===== src/rtl/core/pmr_pkg.sv =====
package pmr_pkg;

    // gene format
    localparam int VALUE_WIDTH = 32;
    localparam int RANGE_W     = VALUE_WIDTH + 1;   // upper - lower
    localparam int REM_W       = RANGE_W + 1;       // divider partial remainder
    localparam int PERIOD_W    = VALUE_WIDTH + 2;   // 2 * range
    localparam int OFS_W       = VALUE_WIDTH + 3;   // signed offset from lower
    localparam int MAG_W       = OFS_W;             // magnitude of that offset

    // 0.16 fixed point, one = 65536
    localparam int DRAW_W = 16;
    localparam int FRAC_W = 17;
    localparam logic [FRAC_W-1:0] ONE  = 17'h10000;
    localparam logic [DRAW_W-1:0] HALF = 16'h8000;

    localparam int TAG_W = 3 * FRAC_W;

    // back pipeline stage map
    localparam int QBITS      = FRAC_W;
    localparam int POW_LAT    = 6;
    localparam int ROOT_STEPS = FRAC_W;
    localparam int ITER_LAT   = POW_LAT + 1;
    localparam int DIV_LAST   = QBITS - 1;
    localparam int POW_LAST   = DIV_LAST + POW_LAT;
    localparam int VAL_STG    = POW_LAST + 1;
    localparam int ROOT_LAST  = VAL_STG + ROOT_STEPS * ITER_LAT;
    localparam int SCALE_STG  = ROOT_LAST + 1;
    localparam int OFS_STG    = SCALE_STG + 1;
    localparam int MOD_FIRST  = OFS_STG + 1;
    localparam int MOD_LAST   = OFS_STG + MAG_W;
    localparam int SEL_STG    = MOD_LAST + 1;
    localparam int DEPTH      = SEL_STG + 1;

    localparam int QUEUE_DEPTH = 2;

    typedef struct packed {
        logic signed [VALUE_WIDTH-1:0] gene;
        logic signed [VALUE_WIDTH-1:0] x;
        logic signed [VALUE_WIDTH-1:0] lower;
        logic [RANGE_W-1:0]            range;
        logic [DRAW_W-1:0]             u;
        logic                          left;
        logic                          mut;
        logic                          err;
        logic                          last;
    } side_t;

    typedef struct packed {
        side_t              side;
        logic [RANGE_W-1:0] offset;
    } item_t;

    function automatic logic [FRAC_W-1:0] qmul(input logic [FRAC_W-1:0] a,
                                               input logic [FRAC_W-1:0] b);
        logic [2*FRAC_W:0] prod;
        prod = (2*FRAC_W+1)'(a) * (2*FRAC_W+1)'(b) + (2*FRAC_W+1)'(HALF);
        return prod[FRAC_W+15:16];
    endfunction

endpackage


===== src/rtl/core/pmr_queue.sv =====
module pmr_queue (
    input  logic           clk,
    input  logic           rst_n,
    input  logic           push,
    input  pmr_pkg::item_t push_item,
    output logic           full,
    input  logic           pop,
    output pmr_pkg::item_t head_item,
    output logic           empty
);

    pmr_pkg::item_t mem_reg [pmr_pkg::QUEUE_DEPTH];
    logic wr_ptr_reg;
    logic wr_ptr_next;
    logic rd_ptr_reg;
    logic rd_ptr_next;
    logic [1:0] count_reg;
    logic [1:0] count_next;

    always_comb
    begin
        full        = (count_reg == 2'(pmr_pkg::QUEUE_DEPTH));
        empty       = (count_reg == 2'd0);
        head_item   = mem_reg[rd_ptr_reg];
        wr_ptr_next = push ? !wr_ptr_reg : wr_ptr_reg;
        rd_ptr_next = pop ? !rd_ptr_reg : rd_ptr_reg;
        count_next  = count_reg + 2'(push) - 2'(pop);
    end

    always_ff @(posedge clk or negedge rst_n)
    begin
        if (!rst_n)
        begin
            wr_ptr_reg <= 1'b0;
            rd_ptr_reg <= 1'b0;
            count_reg  <= 2'd0;
        end
        else
        begin
            wr_ptr_reg <= wr_ptr_next;
            rd_ptr_reg <= rd_ptr_next;
            count_reg  <= count_next;
        end
    end

    always_ff @(posedge clk)
    begin
        if (push)
        begin
            mem_reg[wr_ptr_reg] <= push_item;
        end
    end

endmodule


===== config.mk =====
export PLATFORM = sky130hd
export DESIGN_NAME = pmr_queue
export DESIGN_NICKNAME = d
export VERILOG_FILES = /design/src/rtl/core/pmr_pkg.sv /design/src/rtl/core/pmr_queue.sv
export SDC_FILE = /design/constraint.sdc
export NUM_CORES = 1
export LEC_CHECK = 0
export BUFFER_PORTS_ARGS = -buffer_cell sky130_fd_sc_hd__buf_2
export CORE_MARGIN = 2
export CORE_UTILIZATION = 49
export CTS_BUF_LIST = sky130_fd_sc_hd__clkbuf_4
export DETAILED_ROUTE_END_ITERATION = 10
export PLACE_DENSITY = 0.76
export SETUP_SLACK_MARGIN = 0.3
export SYNTH_ARGS = -nofsm -noshare
export SYNTH_HDL_FRONTEND = slang
export SYNTH_SLANG_ARGS = --single-unit

===== constraint.sdc =====
create_clock -name clk -period 8.7 [get_ports clk]
set_input_delay 1.305 -clock clk [delete_from_list [all_inputs] [get_ports clk]]
set_output_delay 1.305 -clock clk [all_outputs]
set_load 0.02 [all_outputs]

* Word-level counts from Yosys, hierarchy flattened
Memories as Yosys holds them, arrays and structs flattened.
Cells that the tools add are included.
** Word-level totals
- Flip-flop bits (word level) :: 4
- Bits in writable memories :: 364
- Word-level logic and storage cells :: 12
- Memories kept :: 1
** Memory list
- mem_reg :: words 2, width 182, rd ports 1, clocked after memory_dff 0, write ports 1, RTL line pmr_queue.sv:12 : pmr_pkg::item_t mem_reg [pmr_pkg::QUEUE_DEPTH];
** Operators by class
- Add/sub/neg operators :: 2
- Equality and inequality tests :: 1
- Multiplexer cells :: 2
- Reductions and logical operators :: 3
** Operators by type and width (number)
- $add A2 B1 Y2 :: 1
- $eq A2 B2 Y1 const B :: 1
- $logic_not A1 Y1 :: 2
- $logic_not A2 Y1 :: 1
- $mux W1 :: 2
- $sub A2 B1 Y2 :: 1

* Longest topological paths before layout
- Depth in word-level cells :: 2
- Depth in mapped cells :: 5
- Mapped depth without buffers :: 5

* Least setup slack after synthesis
OpenSTA, ideal clock, no wires.
- Path kind :: input to register
- Start :: input push
- End :: memory mem_reg[0][0] (netlist name) (enable)
- Setup time :: 0.749 ns
- Arrival time :: 9.160 ns
- Slack :: -1.208 ns
- Stages on the path :: 1
- Cells stage by stage :: nor2b_1
** Between the ends
- Word-level cells in the longest chain between the ends :: 2
** Ends and longest elaborated chain
- from (decl) :: RTL line pmr_queue.sv:4 : input logic push,
- $mux W1 :: RTL line pmr_queue.sv:48 : if (push)
- $mux W1 (not written as such) :: RTL line pmr_queue.sv:50 : mem_reg[wr_ptr_reg] <= push_item;
- to (decl) :: RTL line pmr_queue.sv:12
Every way passes these cells.

==> run_results.csv <==
group,metric,value,unit
run_status,outcome,"finished clean",
cells_and_area,syn_to_final_growth,24.2,%
clocking,cts_tree,"done",
cells_and_area,largest_reg_flops,364,
cells_and_area,fillers,1936,
pwr,p_clk_share,24.2,%
clocking,ctsHoldBuffers,0,
clocking,h-tree-depth,3,
placement,place.port_buffers,369,
clocking,postCtsSetupBuffers,0,
route,drc,0,
die,io_pins,370,
sta,skew,0.0305,ns
sta,drv_slew,0,
route,viasPerCell,4.94,
route,drtIter0Drc,336,
sta,fin_crit_sh,49.0,%
pwr,vdd_drop_max,217,uV
die,start_util,49.8,%
global_routing,track_usage,17.9,%
hold_path,hp-class,"in2async",
route,avgRoutedWirePerCell,18.4,um
pwr,p_total,5560,uW
clocking,cts_resized,0,
sta,slew_headroom,27.4,%
route,ant_nets,0,
die,fp.dieArea,0.0287,sq mm
logic_synthesis,syn_area_per_cell,23.1,sq um
critical_path,crit_fanout,80,
sta,fin_crit,4.26,ns
critical_path,cp-start-kind,"flop",
global_routing,gr-total-overflow,0,
pwr,power.switching,1800,uW
sta,grt_setup_unrepaired,"false",
sta,finalHoldViolCount,0,
placement,gp_congestion,0.741,
pwr,internal_power,3760,uW
logic_synthesis,yosysWarnings,0,
placement,placed_cell_area,0.0155,sq mm
sta,setup_violations,0,
pwr,seqPwrFrac,44.3,%
global_routing,grt_pass1_vias,7570,
route,num_vias,7075,
clocking,clockBufferDepth,3,
pwr,p_leak,0.00639,uW
sta,fmax,234,MHz
sta,setup_tns,0,ns
cells_and_area,fin_area,0.0166,sq mm
die,die_h,169,um
global_routing,grt_first_pass_wirelength,39.3,mm
route,dr.pass1.iters,6,
logic_synthesis,seq_area_frac_synth,82.3,%
route,routed_wl,26.3,mm
global_routing,grt_max_degree,81,
cells_and_area,fin_util,61.9,%
sta,hold_slack,0.433,ns
logic_synthesis,synthesis.nets,769,
cells_and_area,drive_gt1_share,64.6,%
die,fp.coreArea,0.0269,sq mm
clocking,cts_made_buffers,91,
critical_path,crit_path_end_kind,"output pin",
logic_synthesis,yosys_register_bits,368,
pwr,comb_power_share,31.5,%
clocking,path_clk_slew,0.06,ns
sta,tightest_slew,1.09,ns
critical_path,crit_required,7.39,ns
global_routing,antenna_found_initial,8,
cells_and_area,layout.nets,1218,
clocking,root_buffer,"clkbuf_4",
pwr,p_per_area,334,mW/mm^2
clocking,cts.sinks,368,
die,row_count,60,
critical_path,critPathKind,"reg2out",
logic_synthesis,yosysUniqueCellTypes,12,
logic_synthesis,mappedNetlistArea,0.0134,sq mm
placement,dp_hpwl,17.6,mm
clocking,worstSkewPairLatency,0.66,ns
pwr,switching_share,32.4,%
logic_synthesis,netlist_instances,581,
flow_run,cap_violations,0,
die,chipWidth,169,um
critical_path,crit_arrival,2.96,ns
## metal layers
metal	share of wire, %	wire [um]	global-route usage [%]	vias to the layer above
met4	2.2	579	7.77	4
met1	37	9820	19.8	3440
met2	51	13300	30.2	297
li1	-	-	-	3287
met5	0.068	18	0	-
met3	9.9	2620	7.88	47
## logic make-up after synthesis
kind of cell,after synthesis,share of synthesized area (%)
XOR/XNOR,3,0.308
adder cells (fa/ha/maj),2,0.187
buffers and inverters,22,1.69
flip-flops,368,82.3
multiplexers,182,15.3
AND/OR/NAND/NOR,4,0.168
## final timing paths
kind	startpoint	cells past startpoint	slack (ns)	end
setup / recovery	rd_ptr_reg$_DFFE_PN0P_	3	4.44	head_item[87]
hold / removal	rst_n	1	0.43	count_reg[1]$_DFF_PN0_
setup reg to reg	wr_ptr_reg$_DFFE_PN0P_	2	6.35	mem_reg[1][87]$_DFFE_PP_
hold reg to reg	wr_ptr_reg$_DFFE_PN0P_	1	0.56	wr_ptr_reg$_DFFE_PN0P_
max in group asynchronous	rst_n	1	8.13	rd_ptr_reg$_DFFE_PN0P_
min in group clk	wr_ptr_reg$_DFFE_PN0P_	1	0.56	wr_ptr_reg$_DFFE_PN0P_
## power by group through the flow
| stage | Sequential (uW) | Clock, uW | Combinational [uW] |
|---|---|---|---|
| after floorplan | 2500 | 0 | 1310 |
| after global placement | 2490 | 0 | 1760 |
| after detailed placement | 2500 | 0 | 1770 |
| after CTS | 2470 | 1390 | 1780 |
| after global routing | 2500 | 1480 | 1870 |
| final | 2460 | 1340 | 1750 |
## metrics by stage
stage,worst slack [ns],std cells
final,4.44,1432
after global placement,5.12,1278
after global routing,4.21,1430
after CTS,4.35,1425
after floorplan,2.22,581
after detailed placement,5.11,1278
## synthesized netlist by cell type (all sizes together)
master | number | area, sq um
and2 | 1 | 6.26
buf | 20 | 219
dfrtp | 4 | 100
edfxtp | 364 | 10900
ha | 2 | 25.0
inv | 2 | 7.51
mux2 | 182 | 2050
nor2 | 1 | 3.75
nor2b | 2 | 12.5
xor2 | 2 | 17.5
xor3 | 1 | 23.8
## worst max-delay path, cell delays in order, from the launching register on
cell	delay (ns)
dfrtp_4	0.76
buf_4	0.83
mux2_2	0.43
buf_2	0.16
## cells in the final DEF (no fill, tap or decap)
cell type   count
buf_2         369
edfxtp_1      364
mux2_2        182
clkbuf_4      132
clkinv_1        8
diode_2         7
buf_4           7
dfrtp_1         3
inv_1           2
xor2_1          2
ha_1            2
clkinv_4        2
inv_6           2
xor3_1          1
nor2b_4         1
nor2_1          1
nor2b_1         1
and2_4          1
bufinv_16       1
clkinv_2        1
clkinvlp_4      1
dfrtp_4         1
## layout make-up
cell class	instances	area [sq um]	share of cell area (%)
Antenna cell	7	17.5	0.105
Clock buffer	132	991	5.96
Sequential cell	368	11000	66.3
Timing Repair Buffer	376	1900	11.4
Tap cell	341	427	2.57
Inverter	2	7.51	0.0451
Multi-Input combinational cell	191	2150	12.9
Clock inverter	15	108	0.647
Power figures use the tool's default switching activity.
