### src/rtl/core/pmr_pkg.sv
package pmr_pkg;

    // gene format
    localparam int VALUE_WIDTH = 32;
    localparam int RANGE_W     = VALUE_WIDTH + 1;   // upper - lower
    localparam int REM_W       = RANGE_W + 1;       // divider partial remainder
    localparam int PERIOD_W    = VALUE_WIDTH + 2;   // 2 * range
    localparam int OFS_W       = VALUE_WIDTH + 3;   // signed offset from lower
    localparam int MAG_W       = OFS_W;             // magnitude of that offset

    // 0.16 fixed point, one = 65536
    localparam int DRAW_W = 16;
    localparam int FRAC_W = 17;
    localparam logic [FRAC_W-1:0] ONE  = 17'h10000;
    localparam logic [DRAW_W-1:0] HALF = 16'h8000;

    localparam int TAG_W = 3 * FRAC_W;

    // back pipeline stage map
    localparam int QBITS      = FRAC_W;
    localparam int POW_LAT    = 6;
    localparam int ROOT_STEPS = FRAC_W;
    localparam int ITER_LAT   = POW_LAT + 1;
    localparam int DIV_LAST   = QBITS - 1;
    localparam int POW_LAST   = DIV_LAST + POW_LAT;
    localparam int VAL_STG    = POW_LAST + 1;
    localparam int ROOT_LAST  = VAL_STG + ROOT_STEPS * ITER_LAT;
    localparam int SCALE_STG  = ROOT_LAST + 1;
    localparam int OFS_STG    = SCALE_STG + 1;
    localparam int MOD_FIRST  = OFS_STG + 1;
    localparam int MOD_LAST   = OFS_STG + MAG_W;
    localparam int SEL_STG    = MOD_LAST + 1;
    localparam int DEPTH      = SEL_STG + 1;

    localparam int QUEUE_DEPTH = 2;

    typedef struct packed {
        logic signed [VALUE_WIDTH-1:0] gene;
        logic signed [VALUE_WIDTH-1:0] x;
        logic signed [VALUE_WIDTH-1:0] lower;
        logic [RANGE_W-1:0]            range;
        logic [DRAW_W-1:0]             u;
        logic                          left;
        logic                          mut;
        logic                          err;
        logic                          last;
    } side_t;

    typedef struct packed {
        side_t              side;
        logic [RANGE_W-1:0] offset;
    } item_t;

    function automatic logic [FRAC_W-1:0] qmul(input logic [FRAC_W-1:0] a,
                                               input logic [FRAC_W-1:0] b);
        logic [2*FRAC_W:0] prod;
        prod = (2*FRAC_W+1)'(a) * (2*FRAC_W+1)'(b) + (2*FRAC_W+1)'(HALF);
        return prod[FRAC_W+15:16];
    endfunction

endpackage

### src/rtl/core/pmr_front.sv
module pmr_front (
    input  logic                               clk,
    input  logic                               rst_n,
    input  logic                               cfg_valid,
    input  logic [pmr_pkg::DRAW_W-1:0]         cfg_data,
    input  logic signed [pmr_pkg::VALUE_WIDTH-1:0] gene_value,
    input  logic signed [pmr_pkg::VALUE_WIDTH-1:0] lower_bound,
    input  logic signed [pmr_pkg::VALUE_WIDTH-1:0] upper_bound,
    input  logic [pmr_pkg::DRAW_W-1:0]         mutate_draw,
    input  logic [pmr_pkg::DRAW_W-1:0]         shape_draw,
    input  logic                               gene_last,
    output pmr_pkg::item_t                     item
);

    logic [pmr_pkg::DRAW_W-1:0] rate_reg;
    logic [pmr_pkg::DRAW_W-1:0] rate_next;
    logic signed [pmr_pkg::VALUE_WIDTH-1:0] x;
    logic [pmr_pkg::RANGE_W-1:0] lo_ext;
    logic [pmr_pkg::RANGE_W-1:0] up_ext;
    logic [pmr_pkg::RANGE_W-1:0] x_ext;
    logic err;
    logic left;

    always_comb
    begin
        rate_next = cfg_valid ? cfg_data : rate_reg;
    end

    always_ff @(posedge clk or negedge rst_n)
    begin
        if (!rst_n)
        begin
            rate_reg <= '0;
        end
        else
        begin
            rate_reg <= rate_next;
        end
    end

    always_comb
    begin
        err  = !(upper_bound > lower_bound);
        left = (shape_draw <= pmr_pkg::HALF);
        if (gene_value < lower_bound)
        begin
            x = lower_bound;
        end
        else if (gene_value > upper_bound)
        begin
            x = upper_bound;
        end
        else
        begin
            x = gene_value;
        end
        lo_ext = {lower_bound[pmr_pkg::VALUE_WIDTH-1], lower_bound};
        up_ext = {upper_bound[pmr_pkg::VALUE_WIDTH-1], upper_bound};
        x_ext  = {x[pmr_pkg::VALUE_WIDTH-1], x};

        item.side.gene  = gene_value;
        item.side.x     = x;
        item.side.lower = lower_bound;
        item.side.range = up_ext - lo_ext;
        item.side.u     = shape_draw;
        item.side.left  = left;
        item.side.mut   = !err && (mutate_draw < rate_reg);
        item.side.err   = err;
        item.side.last  = gene_last;
        item.offset     = left ? (x_ext - lo_ext) : (up_ext - x_ext);
    end

endmodule

### config.mk
export PLATFORM = sky130hd
export DESIGN_NAME = pmr_front
export DESIGN_NICKNAME = d
export VERILOG_FILES = /design/src/rtl/core/pmr_pkg.sv /design/src/rtl/core/pmr_front.sv
export SDC_FILE = /design/constraint.sdc
export NUM_CORES = 1
export LEC_CHECK = 0
export ABC_AREA = 1
export ABC_CLOCK_PERIOD_IN_PS = 7350
export CAP_MARGIN = 0
export CELL_PAD_IN_SITES_DETAIL_PLACEMENT = 1
export CELL_PAD_IN_SITES_GLOBAL_PLACEMENT = 2
export CORE_UTILIZATION = 33
export CTS_CLUSTER_DIAMETER = 30
export CTS_CLUSTER_SIZE = 24
export DETAILED_ROUTE_END_ITERATION = 10
export DONT_BUFFER_PORTS = 1
export PLACE_DENSITY = 0.87
export SETUP_SLACK_MARGIN = 0.2
export SLEW_MARGIN = 40
export SYNTH_ARGS = -nofsm -noshare
export SYNTH_HDL_FRONTEND = slang
export SYNTH_SLANG_ARGS = --single-unit
### constraint.sdc
create_clock -name clk -period 7.35 [get_ports clk]
set_input_delay 1.1025 -clock clk [delete_from_list [all_inputs] [get_ports clk]]
set_output_delay 1.1025 -clock clk [all_outputs]
set_load 0.005 [all_outputs]
Word level (Yosys, flattened, before mapping). Index checks and enable logic that the tools add are counted.

Register bits after elaboration: 16. Output and inout bits: 182. Word-level logic and storage cells: 14. Input bits: 148.

Reduce and logical (&&, ||, !) cells: 2. Add/subtract/negate cells: 3. Mux-type cells: 3. Order comparisons: 5.

Operators by type and width (count): subtractor 32 x 32 -> 33 bit (3); > comparator 32 bit (2); 2-to-1 mux 32 bit (2); 2-to-1 mux 33 bit (1); less-than comparator 32 bit (1); <= comparator 16 bit (second input constant) (1); less-than comparator 16 bit (1); logical AND 1 bit (1); zero test 1 bit (1).

Logic depth before layout (Yosys ltp).
Depth after elaboration: 5. Mapped depth: 43. Mapped depth without buffers: 41.

Least setup slack after synthesis. Ideal clock, no wire load.

Kind: input to output. From: input upper_bound[31] (netlist bit). To: output item[26] (netlist bit). Stages on the path: 31. Data required time: 6247 ps. Data arrival time: 5266 ps. Buffers on the path: 2. Setup slack: 982 ps. Path through: inv_1 > ha_1 > a21oi_1 > o21a_1 > nand2_1 > a21oi_1 > nand3_1 > nand3_2 > buf_2 > buf_1 > nand2_1 > o211ai_1 > o21ai_0 > fa_1 > nand3_1 > nand2_1 > nand2_1 > nand2_1 > a21oi_1 > o21ai_1 > a21boi_0 > o21ai_1 > a21boi_2 > inv_1 > nand2_1 > nand2_1 > a21boi_1 > o21ai_0 > a21oi_1 > o21ai_0 > nand2_1.

RTL lines: start, declared (RTL line pmr_front.sv:8) `input logic signed [pmr_pkg::VALUE_WIDTH-1:0] upper_bound,`; end, declared (RTL line pmr_front.sv:12) `output pmr_pkg::item_t item`.

==> results.tsv <==
stage	metric	value	unit
status	status	finished clean	
critical_path	crit path capture	item[14]	
logic_synthesis	Yosys reg bits	16	
logic_synthesis	unique cell type count in the Yosys netlist	53	
logic_synthesis	area fraction in compound gates after synthesis	20.6	%
clocking	clk root buf	clkbuf_16	
logic_synthesis	Synth top cells by count	nand2_1 (423), inv_1 (267), ha_1 (165)	
logic_synthesis	Syn Area/Cell	5.83	sq um
critical_path	Critical R2R Capture	rate_reg[7]	
critical_path	Setup CP Type	in2out	
logic_synthesis	sequential area share after synthesis	4.04	%
critical_path	CP bufs+invs	8	
drt	detailed-route DRC error count	0	
logic_synthesis	top cell type's share of synthesized area	20.9	%
cells_and_area	# nets final	1930	
cells_and_area	fin area	9870	sq um
place	Final Wtd Congestion	0.943	
cells_and_area	Fillers	4063	
sta	ratio of final minimum period to clock period	91.8	%
clocking	H-tree levels	1	
global_routing	vias in the first global route	11100	
logic_synthesis	post-synthesis mux area share	0	%
pwr	P_leak	5.39	nW
place	post-DP HPWL	35.1	mm
drt	initial DRC count	524	
logic_synthesis	simple-gate portion of the synthesized area	32.0	%
critical_path	R2R depth	2	
critical_path	CP startpoint kind	primary input	
drt	vias after detailed routing	10900	
logic_synthesis	most frequent cell after synthesis	nand2_1	
clocking	CTS tree	done	
sta	Rel. slew slack	45.5	%
logic_synthesis	Synth Instances	1699	
critical_path	Worst setup EP type	output port	
logic_synthesis	dominant cells by area after synthesis	ha_1 (21%), nand2_1 (16%), inv_1 (10%), a21oi_1 (7.9%), buf_4 (6.4%)	
global_routing	initial antenna violation count	0	
clocking	Max Buffers Root-to-Sink	2	
die	CORE AREA	29600	sq um
clocking	clock sink count	16	
sta	Setup Viol. Count Final	0	
clocking	clk slew on worst S/H paths	0.05	ns
die	Die H	175	um
logic_synthesis	adder and majority gate portion of the synthesized area	21.5	%
sta	RSZ-0062 raised after global routing	false	
logic_synthesis	ys async rst share	100	%
die	I/O Pins	330	
critical_path	critical path data required time	6.25	ns
critical_path	Critical Path Most Common Cell	nand2_1	
logic_synthesis	syn nets	2015	
sta	fmax	148	MHz
logic_synthesis	Synthesis Warnings	0	
logic_synthesis	EDFF count, synth	0	
drt	post-detailed-route wirelength per cell	19.6	um
place	DP Area	9760	sq um
critical_path	RR Startpoint	rate_reg[7]	
sta	skew final	0	ns
logic_synthesis	Post-Synth XOR/XNOR Area	3.80	%
pwr	IR drop worst, VDD	0.180	mV
sta	Hold Fails Final Rpt	0	
job	Max Cap Violations	0	
critical_path	Levels on crit path	34	
critical_path	family with the most delay on the worst path	simple AND/OR/NAND/NOR gates	
critical_path	CP max stage delay	0.44	ns
global_routing	aggregate global-route resource usage	25.2	%
drt	total wire length	39.2	mm
critical_path	Critical path origin	lower_bound[15]	
place	Port-buffer cells	0	
clocking	Clk Latency, worst-skew pair	0.25	ns
drt	Final ANT Viol Nets	0	
sta	Setup TNS	0	ns
logic_synthesis	largest family of logic cells by synthesized area	simple AND/OR/NAND/NOR gates	
sta	Tmin final	6.75	ns
die	Initial Utilization	33.5	%
logic_synthesis	synthesized cell area	9900	sq um
global_routing	first-pass GRT wire length	60.5	mm
sta	Least-Margin Pin Slew	0.809	ns
pwr	PD cells	167	nW/um^2
min_path	hold crit path type	reg2reg	
die	Die W	175	um
die	num rows	63	
cells_and_area	synthesis-to-layout area growth	-0.329	%
cells_and_area	layout cells sized above 1	4.90	%
critical_path	R2R Setup Slk	6.69	ns
drt	routed vias/inst	5.43	
global_routing	largest net degree at the start of global routing	49	
sta	Pins Over Slew Limit	0	
critical_path	critical path fanouts, max	12	
logic_synthesis	Primary FF master, synth	dfrtp_1	
drt	Detailed Routing Iterations Pass 1	5	
critical_path	Critical Path AT	5.65	ns
clocking	cts bufs inserted	3	
critical_path	CP max-delay cell	fa_1	
die	die area	30700	sq um
cells_and_area	Largest register FFs	16	
cells_and_area	number of antenna diodes	0	
global_routing	gr ovfl total	0	
logic_synthesis	Synth area leader	ha_1	
report_power, final:
group          switching [mW]  internal (mW)
combinational           0.962          0.468
clock                  0.0369         0.0829
sequential            0.00223         0.0961
cells by family after synthesis:
kind of cell / after synthesis
AOI/OAI and AO/OA: 365
adders and majority gates: 168
and+or+nand+nor: 728
DFF: 16
xor gates and xnor gates: 43
buffers and inverters: 379
how the worst min path moves through the flow:
stage | from | endpoint | slack (ns) | cells after the start
floorplan | rate_reg[0] | rate_reg[0] | 0.49 | 2
global placement | rate_reg[10] | rate_reg[10] | 0.51 | 2
detailed placement | rate_reg[10] | rate_reg[10] | 0.52 | 2
CTS | rst_n | rate_reg[13] | 0.53 | 0
global route | rst_n | rate_reg[10] | 0.53 | 0
finish | rate_reg[10] | rate_reg[10] | 0.53 | 2
placed cells by master, fill, tap and decap left out, drive strengths merged:
cell type / count
o221ai: 1
a211oi: 4
o211ai: 26
nor3: 16
inv: 269
a21oi: 158
o21ai: 127
o21bai: 5
nand3b: 4
dfrtp: 16
nor2: 115
nand2: 451
and2: 3
or2: 2
a21o: 8
ha: 165
clkinvlp: 1
nor4: 11
o2111ai: 1
nand4: 34
xor2: 33
clkinv: 1
xnor2: 10
o21a: 7
o221a: 2
buf: 18
o31ai: 1
nand3: 92
a22oi: 1
a41oi: 1
a221oi: 2
a31oi: 9
o22ai: 4
clkbuf: 4
fa: 3
a21boi: 8
routing by layer:
layer  wire (um)  up-vias  global-route usage, %
met5           0        -                      0
met4         674        0                   4.60
met3        2620       35                   5.18
met2       18200      300                   43.4
met1       17800     5155                   32.3
li1            -     5395                      -
cell type report:
cell class                      count  area, sq um  area share (%)
Tap cell                          390          488            4.95
Timing Repair Buffer               18          139            1.41
Inverter                          271         1030            10.4
Clock buffer                        4         88.8           0.900
Sequential cell                    16          400            4.06
Multi-Input combinational cell   1304         7720            78.3
through the flow:
stage	worst slack (ns)	total power, mW	instances	utilization (%)	hold slack, ns
after floorplan	0.982	1.17	1699	-	0.488
after global placement	0.538	1.48	1999	33.0	0.509
after detailed placement	0.389	1.51	1999	33.0	0.521
after CTS	0.378	1.64	2003	33.3	0.533
after global routing	0.207	1.84	2003	33.4	0.533
final	0.602	1.65	2003	33.4	0.525
worst reg2reg max path, stage by stage (launching register included):
cell and delay [ns]:
dfrtp_1 0.34, inv_1 0.06, o21ai_0 0.17
timing repair:
action,in CTS,in global routing
setup endpoints to repair,0,11
resized for setup,0,9
hold buffers,0,0
setup buffers,0,0
No activity file was read; power rests on OpenSTA's default activity.
